<file path="src/sv/rbm_pkg.sv">
package rbm_pkg;

    localparam int CHR_SLOTS      = 8;
    localparam int CHR_IDX_W      = $clog2(CHR_SLOTS);
    localparam int PRG_COUNT_W    = 9;
    localparam int CFG_INDEX_W    = 2;
    localparam int CFG_DATA_W     = PRG_COUNT_W;
    localparam int S_TDATA_W      = 32;
    localparam int M_TDATA_W      = 48;

    localparam logic [PRG_COUNT_W-1:0] PRG_COUNT_RESET = 9'd32;

    // address bits 15..12 of a cpu write
    localparam logic [3:0] PAGE_PRG_LO     = 4'h8;
    localparam logic [3:0] PAGE_MIRROR_PRG = 4'h9;
    localparam logic [3:0] PAGE_CHR_0      = 4'hB;
    localparam logic [3:0] PAGE_CHR_1      = 4'hC;
    localparam logic [3:0] PAGE_CHR_2      = 4'hD;
    localparam logic [3:0] PAGE_CHR_3      = 4'hE;
    localparam logic [3:0] PAGE_IRQ        = 4'hF;

    typedef enum logic [1:0] {
        IRQ_SUB_RELOAD  = 2'd0,
        IRQ_SUB_CONTROL = 2'd1,
        IRQ_SUB_ACK     = 2'd2,
        IRQ_SUB_NONE    = 2'd3
    } irq_sub_t;

    typedef enum logic [CFG_INDEX_W-1:0] {
        CFG_PRG_COUNT   = 2'd0,
        CFG_CHR_IS_RAM  = 2'd1,
        CFG_QUAD_SCREEN = 2'd2,
        CFG_UNUSED      = 2'd3
    } cfg_index_t;

    localparam logic ACTION_WRITE = 1'b0;
    localparam logic ACTION_TICK  = 1'b1;

    typedef struct packed {
        logic                   action;
        logic [15:0]            address;
        logic [7:0]             data;
        logic                   rendering_on;
    } item_t;

    typedef struct packed {
        logic [PRG_COUNT_W-1:0] prg_bank_count;
        logic                   chr_is_ram;
        logic                   quad_screen;
    } cfg_t;

    // first member is the most significant, so prg_bank_0 sits in the low bits
    typedef struct packed {
        logic                 irq_ack;
        logic                 irq_raise;
        logic [7:0]           chr_bank;
        logic [CHR_IDX_W-1:0] chr_slot;
        logic                 chr_update;
        logic                 mirror_apply;
        logic [1:0]           mirror_mode;
        logic [7:0]           prg_bank_3;
        logic [7:0]           prg_bank_2;
        logic [4:0]           prg_bank_1;
        logic [4:0]           prg_bank_0;
    } result_t;

    localparam int RESULT_W = $bits(result_t);

endpackage

</file>
<file path="src/sv/rbm_core.sv">
module rbm_core
    import rbm_pkg::*;
(
    input  logic    aclk,
    input  logic    aresetn,
    input  logic    commit,
    input  item_t   item,
    input  cfg_t    cfg,
    output result_t result
);

    logic [4:0]           prg_select_lo_reg, prg_select_lo_next;
    logic [4:0]           prg_select_hi_reg, prg_select_hi_next;
    logic [7:0]           chr_banks_reg [CHR_SLOTS];
    logic [1:0]           mirror_reg, mirror_next;
    logic                 irq_enabled_reg, irq_enabled_next;
    logic [7:0]           irq_reload_reg, irq_reload_next;
    logic [7:0]           irq_count_reg, irq_count_next;

    logic [3:0]           page;
    logic [3:0]           chr_page_off;
    logic [CHR_IDX_W-1:0] chr_idx;
    logic [7:0]           chr_old;
    logic [7:0]           chr_new;
    logic                 chr_we;
    irq_sub_t             irq_sub;
    logic [PRG_COUNT_W-1:0] fixed_2;
    logic [PRG_COUNT_W-1:0] fixed_3;

    assign page         = item.address[15:12];
    assign chr_page_off = page - PAGE_CHR_0;
    assign chr_idx      = {chr_page_off[1:0], item.address[0]};
    assign chr_old      = chr_banks_reg[chr_idx];
    assign chr_new      = item.address[1] ? {item.data[3:0], chr_old[3:0]}
                                          : {chr_old[7:4], item.data[3:0]};
    assign irq_sub      = irq_sub_t'(item.address[1:0]);
    assign fixed_2      = cfg.prg_bank_count - PRG_COUNT_W'(2);
    assign fixed_3      = cfg.prg_bank_count - PRG_COUNT_W'(1);

    always_comb begin
        prg_select_lo_next = prg_select_lo_reg;
        prg_select_hi_next = prg_select_hi_reg;
        mirror_next        = mirror_reg;
        irq_enabled_next   = irq_enabled_reg;
        irq_reload_next    = irq_reload_reg;
        irq_count_next     = irq_count_reg;
        chr_we             = 1'b0;
        result             = '0;

        if (item.action == ACTION_TICK) begin
            if (irq_enabled_reg && item.rendering_on) begin
                if (irq_count_reg == 8'd0) begin
                    irq_count_next   = irq_reload_reg;
                    result.irq_raise = 1'b1;
                end else begin
                    irq_count_next = irq_count_reg - 8'd1;
                end
            end
        end else if (item.address[15]) begin
            unique case (page)
                PAGE_PRG_LO: begin
                    prg_select_lo_next = item.data[4:0];
                end
                PAGE_MIRROR_PRG: begin
                    if (item.address[0]) begin
                        mirror_next         = item.data[1:0];
                        result.mirror_apply = !cfg.quad_screen;
                    end else begin
                        prg_select_hi_next = item.data[4:0];
                    end
                end
                PAGE_CHR_0, PAGE_CHR_1, PAGE_CHR_2, PAGE_CHR_3: begin
                    if (!cfg.chr_is_ram) begin
                        chr_we            = 1'b1;
                        result.chr_update = 1'b1;
                        result.chr_slot   = chr_idx;
                        result.chr_bank   = chr_new;
                    end
                end
                PAGE_IRQ: begin
                    unique case (irq_sub)
                        IRQ_SUB_RELOAD: irq_reload_next = item.data;
                        IRQ_SUB_CONTROL: begin
                            irq_enabled_next = item.data[1];
                            if (item.data[1]) begin
                                irq_count_next = irq_reload_reg;
                            end
                        end
                        IRQ_SUB_ACK: begin
                            irq_enabled_next = 1'b0;
                            result.irq_ack   = 1'b1;
                        end
                        IRQ_SUB_NONE: ;
                        default: ;
                    endcase
                end
                default: ;
            endcase
        end

        result.prg_bank_0  = prg_select_lo_next;
        result.prg_bank_1  = prg_select_hi_next;
        result.prg_bank_2  = fixed_2[7:0];
        result.prg_bank_3  = fixed_3[7:0];
        result.mirror_mode = mirror_next;
    end

    always_ff @(posedge aclk) begin
        if (!aresetn) begin
            prg_select_lo_reg <= '0;
            prg_select_hi_reg <= '0;
            mirror_reg        <= '0;
            irq_enabled_reg   <= 1'b0;
            irq_reload_reg    <= '0;
            irq_count_reg     <= '0;
            for (int i = 0; i < CHR_SLOTS; i++) begin
                chr_banks_reg[i] <= '0;
            end
        end else if (commit) begin
            prg_select_lo_reg <= prg_select_lo_next;
            prg_select_hi_reg <= prg_select_hi_next;
            mirror_reg        <= mirror_next;
            irq_enabled_reg   <= irq_enabled_next;
            irq_reload_reg    <= irq_reload_next;
            irq_count_reg     <= irq_count_next;
            if (chr_we) begin
                chr_banks_reg[chr_idx] <= chr_new;
            end
        end
    end

endmodule

</file>
<file path="src/sv/rom_bank_mapper_scanline_irq.sv">
// path: an accepted request passes the input register, then the result register, before its result is on m_tdata
// throughput: one request per cycle, sustained while m_tready is high, whatever the mix of writes and ticks
// the rate is set by the combinational state update between the input and result registers
// reset: aresetn is synchronous, active low; it empties both registers, clears all bank,
// mirroring and irq state and loads the defaults of the configuration registers;
// s_tready stays low while aresetn is low
module rom_bank_mapper_scanline_irq
    import rbm_pkg::*;
(
    input  logic                   aclk,
    input  logic                   aresetn,

    // configuration write port
    input  logic                   cfg_we,
    input  logic [CFG_INDEX_W-1:0] cfg_index,
    input  logic [CFG_DATA_W-1:0]  cfg_data,

    // request channel
    input  logic                   s_tvalid,
    output logic                   s_tready,
    input  logic [S_TDATA_W-1:0]   s_tdata,   // address[15:0], data[23:16], rendering_on[24]
    input  logic                   s_tuser,   // action: 0 cpu write, 1 scanline tick

    // result channel
    output logic                   m_tvalid,
    input  logic                   m_tready,
    // prg_bank_0[4:0], prg_bank_1[9:5], prg_bank_2[17:10], prg_bank_3[25:18],
    // mirror_mode[27:26], mirror_apply[28], chr_update[29], chr_slot[32:30],
    // chr_bank[40:33], irq_raise[41], irq_ack[42]
    output logic [M_TDATA_W-1:0]   m_tdata
);

    // configuration registers
    cfg_t    cfg_reg;

    // input register stage
    logic    in_valid_reg;
    item_t   in_item_reg;

    // result register stage
    logic    out_valid_reg;
    result_t out_result_reg;

    result_t core_result;
    logic    advance;

    // the request held in the input register moves on when the result slot is free
    // or being drained this cycle, so both stages flow every cycle under no backpressure
    assign advance  = in_valid_reg && (!out_valid_reg || m_tready);
    assign s_tready = aresetn && (!in_valid_reg || advance);
    assign m_tvalid = out_valid_reg;
    assign m_tdata  = {(M_TDATA_W - RESULT_W)'(0), out_result_reg};

    always_ff @(posedge aclk) begin
        if (!aresetn) begin
            cfg_reg.prg_bank_count <= PRG_COUNT_RESET;
            cfg_reg.chr_is_ram     <= 1'b0;
            cfg_reg.quad_screen    <= 1'b0;
        end else if (cfg_we) begin
            unique case (cfg_index_t'(cfg_index))
                CFG_PRG_COUNT:   cfg_reg.prg_bank_count <= cfg_data;
                CFG_CHR_IS_RAM:  cfg_reg.chr_is_ram     <= cfg_data[0];
                CFG_QUAD_SCREEN: cfg_reg.quad_screen    <= cfg_data[0];
                CFG_UNUSED:      ;
                default:         ;
            endcase
        end
    end

    // input register: capture a request whenever the slot is free or emptying
    always_ff @(posedge aclk) begin
        if (!aresetn) begin
            in_valid_reg <= 1'b0;
        end else if (s_tready) begin
            in_valid_reg <= s_tvalid;
        end
    end

    always_ff @(posedge aclk) begin
        if (s_tready && s_tvalid) begin
            in_item_reg.action       <= s_tuser;
            in_item_reg.address      <= s_tdata[15:0];
            in_item_reg.data         <= s_tdata[23:16];
            in_item_reg.rendering_on <= s_tdata[24];
        end
    end

    // mapper state and decode; state commits only when the request leaves the input register
    rbm_core u_core (
        .aclk    (aclk),
        .aresetn (aresetn),
        .commit  (advance),
        .item    (in_item_reg),
        .cfg     (cfg_reg),
        .result  (core_result)
    );

    // result register: holds a finished result until the consumer takes it
    always_ff @(posedge aclk) begin
        if (!aresetn) begin
            out_valid_reg <= 1'b0;
        end else if (advance) begin
            out_valid_reg <= 1'b1;
        end else if (m_tready) begin
            out_valid_reg <= 1'b0;
        end
    end

    always_ff @(posedge aclk) begin
        if (advance) begin
            out_result_reg <= core_result;
        end
    end

endmodule
</file>
<file path="config.mk">
export PLATFORM = sky130hd
export DESIGN_NAME = rom_bank_mapper_scanline_irq
export DESIGN_NICKNAME = d
export VERILOG_FILES = /design/src/sv/rbm_pkg.sv /design/src/sv/rbm_core.sv /design/src/sv/rom_bank_mapper_scanline_irq.sv
export SDC_FILE = /design/constraint.sdc
export NUM_CORES = 1
export LEC_CHECK = 0
export BUFFER_PORTS_ARGS = -buffer_cell sky130_fd_sc_hd__buf_2
export CELL_PAD_IN_SITES_DETAIL_PLACEMENT = 0
export CELL_PAD_IN_SITES_GLOBAL_PLACEMENT = 1
export CORE_UTILIZATION = 35
export DETAILED_ROUTE_END_ITERATION = 10
export PLACE_DENSITY = 0.73
export SLEW_MARGIN = 10
export SYNTH_ARGS = -nofsm -noshare
export SYNTH_HDL_FRONTEND = slang
export SYNTH_SLANG_ARGS = --single-unit
</file>
<file path="constraint.sdc">
create_clock -name aclk -period 3.6 [get_ports aclk]
set_input_delay 0.18 -clock aclk [delete_from_list [all_inputs] [get_ports aclk]]
set_output_delay 0.18 -clock aclk [all_outputs]
set_load 0.02 [all_outputs]
</file>
==> results of run 1 <==
## cell families (layout without fill, tap and decap cells)
logic type | Yosys count | in the layout
AOI/OAI and AO/OA | 40 | 40
xor gates and xnor gates | 11 | 11
adders and majority gates | 15 | 15
buffers and inverters | 46 | 147
DFF | 164 | 164
muxes | 64 | 64
other | 1 | 5
and+or+nand+nor | 205 | 205
## cells in the mapped netlist, types with 3 or more instances
cell type	instances
edfxtp_1	123
nor2_1	118
dfxtp_1	41
nand2_1	27
mux2_2	20
mux2i_1	20
clkbuf_1	17
mux4_2	16
ha_1	15
inv_1	11
a21oi_1	10
nor3_1	9
mux2i_4	8
nand4_2	8
nand3_1	7
nand4_1	6
xor2_1	6
and2_1	5
buf_4	5
xnor2_1	5
buf_2	4
nor2b_1	4
o21ai_0	4
and3_1	3
buf_1	3
o211ai_1	3
## worst max-delay path, cell delays in order (launching register included)
cell and delay [ns]:
edfxtp_1 0.61, nand2b_1 0.24, or4_1 0.75, inv_2 0.31, nand4_2 0.29, nand2_1 0.38
## worst max path at each step
stage                    startpoint                         end  slack (ns)
floorplan           in_item_reg[21]  u_core.chr_banks_reg[0][0]        0.94
global placement    in_item_reg[25]  u_core.chr_banks_reg[7][5]        0.77
detailed placement  in_item_reg[25]  u_core.chr_banks_reg[7][3]        0.68
CTS                 in_item_reg[25]  u_core.chr_banks_reg[7][0]        0.67
global route        in_item_reg[22]  u_core.chr_banks_reg[4][3]        0.49
finish              in_item_reg[25]  u_core.chr_banks_reg[4][3]        0.67
## cell type report
class                           count  area share
Sequential cell                   164       0.520
Clock inverter                      9      0.0131
Clock buffer                       23      0.0590
Inverter                           15     0.00649
Multi-Input combinational cell    340       0.291
Tap cell                          270      0.0389
Timing Repair Buffer              100      0.0707
## where the power goes
group          leakage [nW]  total (mW)  switching (mW)  internal, mW
registers              1.53        2.14          0.0391          2.10
logic                  1.50       0.315           0.192         0.122
clock network         0.304        1.88           0.730          1.15
## layer usage
metal / wire length, um / track usage
met5: 0 / 0
met1: 7110 / 0.204
met2: 7380 / 0.244
met3: 638 / 0.0285
met4: 129 / 0.0626
## what timing repair did
action / CTS / global route
endpoints found under the setup margin: 0 / 0
endpoints found under the hold margin: 20 / 0
hold buffers: 20 / 0
## layout by cell type, fill, tap and decap left out, types with 10 or more instances in the layout
cell,n
a21oi_1,10
buf_2,75
clkbuf_16,20
dfxtp_1,41
dlygate4sd3_1,20
edfxtp_1,123
ha_1,15
inv_1,11
mux2_2,20
mux2i_1,20
mux4_2,16
nand2_1,27
nor2_1,118
==> impl_results.md, run 1 <==
- CP required: 3.68 ns
- Multi-input logic area: 2530 um2
- Peak VDD IR: 0.000327 V
- WL/cell: 16.6 um
- CTS tree: yes
- Largest area contributor in the netlist: edfxtp_1
- Final nets: 702
- Pre-CTS setup slack: 0.681 ns
- Via count: 4513
- # IOs: slightly below 100
- Slew Limit Headroom: 0.479
- Die area: 21300 um2
- Hold violation count in the final report: 0
- Max-Cap Viols: 0
- Number of port buffers: 75
- Sink Count: 164
- Synth Area in Adders: 0.0259
- CP Launch Type: flop
- Clk_skew: a little under 0.01 ns
- Final Non-Filler Cells: 921
- Post-synth cell types: 58
- Drt first pass iters: 5
- DRC: 0
- Async S/R FF share, synth: 0
- Final core utilization: 0.429
- Setup violators final: 0
- Register bit total from synthesis: roughly 160
- FF-to-FF path depth: 5
- WS Path Type: reg -> reg
- Synth warn: 0
- Max FFs per register: 64
- Initial core utilization: 0.358
- Worst-margin pin slew: 0.781 ns
- Seq/Total Area, Yosys: 0.624
- Final period util: 0.813
- GRT Residual Overflow: 0
- Worst Hold Margin: 0.0174 ns
- Post-synthesis mux area share: 0.133
- Worst setup margin: between 0.6 and 0.7 ns
- Max Root-Sink Buffers: 2
- Pwr Density: ~500 nW/um2
- Tmin final: 2.93 ns
- Largest family of logic cells by synthesized area: simple AND/OR/NAND/NOR gates
- Diode count: 0
- GRT Total Usage: 0.153
- Post-DP Area: about 8000 um2
- Synth Cell Area: 7240 um2
- # fillers: 1861
- CTS resizes: 0
- Core outline area: 20200 um2
- WP data arrival: between 3 and 4 ns
- Synthesis-to-layout area growth: 19.8%
- Most used flip-flop cell after synthesis: edfxtp_1
- Synth top area cells: edfxtp_1 (51%), dfxtp_1 (11%), nor2_1 (6.1%), mux4_2 (5.0%), mux2_2 (3.1%)
- Status: finished clean
- Worst skew pair latency: 0.42 ns
- DR iter-0 viols: 464
- Post-synthesis simple-gate area fraction: 0.136
- Vias per cell: around 4.9
- Routability cong.: 0.850
- Setup TNS Final: 0 ns
- Crit Reg-Reg Startpoint: in_item_reg[25]
- Setup crit end kind: flop
- Placed wire-length estimate: between 10000 and 15000 um
- HP Start: cfg_data[3]
- Die Ht: ~150 um
- Clk root buf: clkbuf_16
- H-tree levels: 4
- Worst-path clk slew: 0.07 ns
- Fmax: between 0.3 and 0.4 GHz
- Hold path cells: 3
- # Post-CTS Setup Buffers: 0
- Syn Inst Count: 546
- Layout cells sized above 1: 0.257
- Number of global-route vias before repair: roughly 4600
- Min-Delay Path Class: in -> reg
- First-pass GRT wire length: ~25000 um
- CTS buffer count: 17
- Largest net degree at the start of global routing: 52
- Hold path endpoint: cfg_reg[5]
- Slack of the worst reg-to-reg path: 0.67 ns
- Die X: 146 um
- Num rows: 52
- Critical Path Fanout Max: 14
- Total power after layout: 4.34 mW
- FF-to-FF End: u_core.chr_banks_reg[4][3]
- Register area: between 4000 and 5000 um2
- Synth Area in Compound Gates: 0.0384
- Placed insts: 869
- Post-Synth XOR/XNOR Area: 0.0133
- Number of flops mapped to enable cells by yosys: roughly 120
- Initial antenna violation count: 0
- RSZ-0062 raised after global routing: no
- Max-slew violation count: 0
- Post-synth top area share: 0.510
- Leakage: 3.33 nW
- Design area: 8680 um2
- ANT nets after route: 0
- Final wirelength: 15300 um
- Syn Area/Cell: 13.3 um2
Note: power is estimated with default switching activity, not from simulation.
==> inputs of run 2 (changes only) <==
- clock period: 3.6 -> 2.8 ns (I/O delays scaled with it)
==> run 2 against run 1 <==
  * Power rose by 25%
  * Setup slack got worse by 0.30 ns
  * Non-clock buffer count increased by 17
  * Register-to-register slack worse by 0.30 ns
  * Largest power group unchanged
==> impl_results.md, run 2 (synthesis gave the netlist of run 1 again) <==
- Worst-path clk slew: 0.07 ns (about the same)
- Num rows: 52 (unchanged)
- Metal3 WL: 760 um (+19%)
- Peak VDD IR: 0.000422 V (+29%)
- Synthesis-to-layout area growth: 21.3%
- CP required: 2.88 ns (-0.80 ns)
- Via count: 4614 (+2.2%)
- CP max-delay cell: or4_1
- Placed wire-length estimate: 10400 um (-3.5%)
- Largest net degree at the start of global routing: 52 (unchanged)
- Final wirelength: 15500 um (+1.7%)
- GRT Residual Overflow: 0 (unchanged)
- # Post-CTS Setup Buffers: 0 (unchanged)
- Clock network power share: 0.414 (-0.020)
- RSZ-0062 raised after global routing: no
- Leakage: 3.39 nW (+1.7%)
- Setup violators final: 0 (unchanged)
- Setup crit end kind: flop
- Crit-path cells: inv_1, ha_1, nor4b_1, or4_1, inv_2, nand4_2, nand2_1
- H-tree levels: 4 (unchanged)
- ANT nets after route: 0 (unchanged)
- First-pass GRT wire length: 24400 um (-1.7%)
- Setup TNS Final: 0 ns (unchanged)
- Clk root buf: clkbuf_16
- Die Ht: 146 um (unchanged)
- P_sw: 1.28 mW (+33%)
- Cell internal pwr: 4.13 mW (+22%)
- Layout cells sized above 1: 0.271 (+0.0144)
- CTS buffer count: 17 (unchanged)
- Fmax: 0.412 GHz (+21%)
- Final nets: 719 (+2.4%)
- Min-Delay Path Class: in -> reg
- Vias per cell: 4.92 (+0.39%)
- Commonest cells after routing, fill and taps aside: edfxtp_1 (123), nor2_1 (118), buf_2 (75)
- Number of global-route vias before repair: 4551 (-0.81%)
- Slew Limit Headroom: 0.472 (-0.00739)
- DR iter-0 viols: 329 (-29%)
- Pre-CTS setup slack: 0.363 ns (-0.317 ns)
- Status: finished clean
- CTS tree: yes
- Clk_skew: 0.0129 ns (+0.00299 ns)
- Sink Count: 164 (unchanged)
- WL met1: 7100 um (-0.24%)
- Hold violation count in the final report: 0 (unchanged)
- DRC: 0 (unchanged)
- Worst-margin pin slew: 0.792 ns (+0.0111 ns)
- CP Launch Type: flop
- Tmin final: 2.43 ns (-0.498 ns)
- Diode count: 0 (unchanged)
- Drt first pass iters: 5 (unchanged)
- Max FFs per register: 64 (unchanged)
- Die area: 21300 um2 (unchanged)
- GRT Total Usage: 0.154 (+0.00111)
- Routability cong.: 0.843 (-0.82%)
- WP data arrival: 2.51 ns (-0.50 ns)
- Initial antenna violation count: 0 (unchanged)
- Sw Share: 0.237 (+0.0155)
- Top routing layer in use: met4
- CTS resizes: 0 (unchanged)
- CP max stage delay: 0.51 ns (-0.24 ns)
- Most common cell after layout, fill and taps aside: edfxtp_1
- Core outline area: 20200 um2 (unchanged)
- DR WL met2: 7380 um (about the same)
- Initial core utilization: 0.358 (unchanged)
- Post-DP Area: 7970 um2 (+1.6%)
- # IOs: 99 (unchanged)
- Max-Cap Viols: 0 (unchanged)
- WL/cell: 16.6 um (-0.13%)
- Die X: 146 um (unchanged)
- Max-slew violation count: 0 (unchanged)
- Pwr Density: 616 nW/um2 (+23%)
- Max Root-Sink Buffers: 2 (unchanged)
- Comb power frac: 0.078 (+0.005)
- Design area: 8780 um2 (+1.2%)
- Worst skew pair latency: 0.44 ns (+0.02 ns)
- Final period util: 0.867 (+0.0543)
- Critical Path Fanout Max: 10 (-4)
- WS Path Type: reg -> reg
- Reg power frac: 0.507 (+0.013)
- Worst setup margin: 0.371 ns (-0.302 ns)
- Number of port buffers: 75 (unchanged)
[run 2: changes by cell type in the layout (fill, tap and decap cells not counted), sizes merged]
| cell | previous run | this run |
|---|---|---|
| dlygate4sd3 | 20 | 24 |
| clkbuf | 23 | 19 |
| clkinvlp | 1 | 0 |
| clkinv | 4 | 9 |
| buf | 80 | 93 |
| inv | 17 | 18 |
| bufinv | 2 | 1 |
[run 2: path summary, 6_finish.rpt]
kind | slack (ns) | from | endpoint | depth (start not counted)
hold / removal | 0.006 | cfg_data[0] | cfg_reg[2] | 3
hold reg to reg | 0.46 | u_core.prg_select_hi_reg[1] | u_core.prg_select_hi_reg[1] | 2
setup / recovery | 0.37 | in_item_reg[22] | u_core.chr_banks_reg[5][1] | 7
setup reg to reg | 0.37 | in_item_reg[22] | u_core.chr_banks_reg[5][1] | 7
[run 2: layout make-up]
type / instances / area, um2
Clock buffer: 19 / 443
Clock inverter: 13 / 123
Fill cell: 1857 / 11500
Inverter: 15 / 56.3
Multi-Input combinational cell: 340 / 2530
Sequential cell: 164 / 4510
Tap cell: 270 / 338
Timing Repair Buffer: 117 / 776
[run 2: layer usage]
layer  track usage  vias up
li1              -     2208
met1         0.203     2247
met2         0.243      142
met3        0.0357       17
met4        0.0653        0
met5             0        -
[run 2: power groups by stage]
stage          Sequential, mW  Combinational [mW]  Clock [mW]
3_5_place_dp             2.80               0.402           0
2_1_floorplan            2.82               0.244           0
5_1_grt                  2.75               0.459        2.37
3_3_place_gp             2.79               0.397           0
4_1_cts                  2.75               0.428        2.27
6_report                 2.74               0.424        2.24
[run 2: critical path, delay by kind of cell (launching register included)]
kind                     cells  cell delay (ns)
buffers and inverters        2             0.37
AND/OR/NAND/NOR              4             1.07
adder cells (fa/ha/maj)      1             0.19
flip-flops                   1             0.44
[run 2: what timing repair did]
item                                    CTS  global route
endpoints found under the setup margin    0             0
hold endpoints to repair                 24             0
hold buffers                             24             0
[run 2: through the flow]
stage / hold WS, ns / util / std cells / power (mW)
6_report: 0.00593 / 0.434 / 938 / 5.41
5_1_grt: 0.0298 / 0.434 / 938 / 5.59
4_1_cts: 0.00278 / 0.434 / 938 / 5.44
3_5_place_dp: 0.319 / 0.394 / 882 / 3.20
3_3_place_gp: 0.318 / 0.394 / 882 / 3.19
2_1_floorplan: 0.239 / - / 550 / 3.06
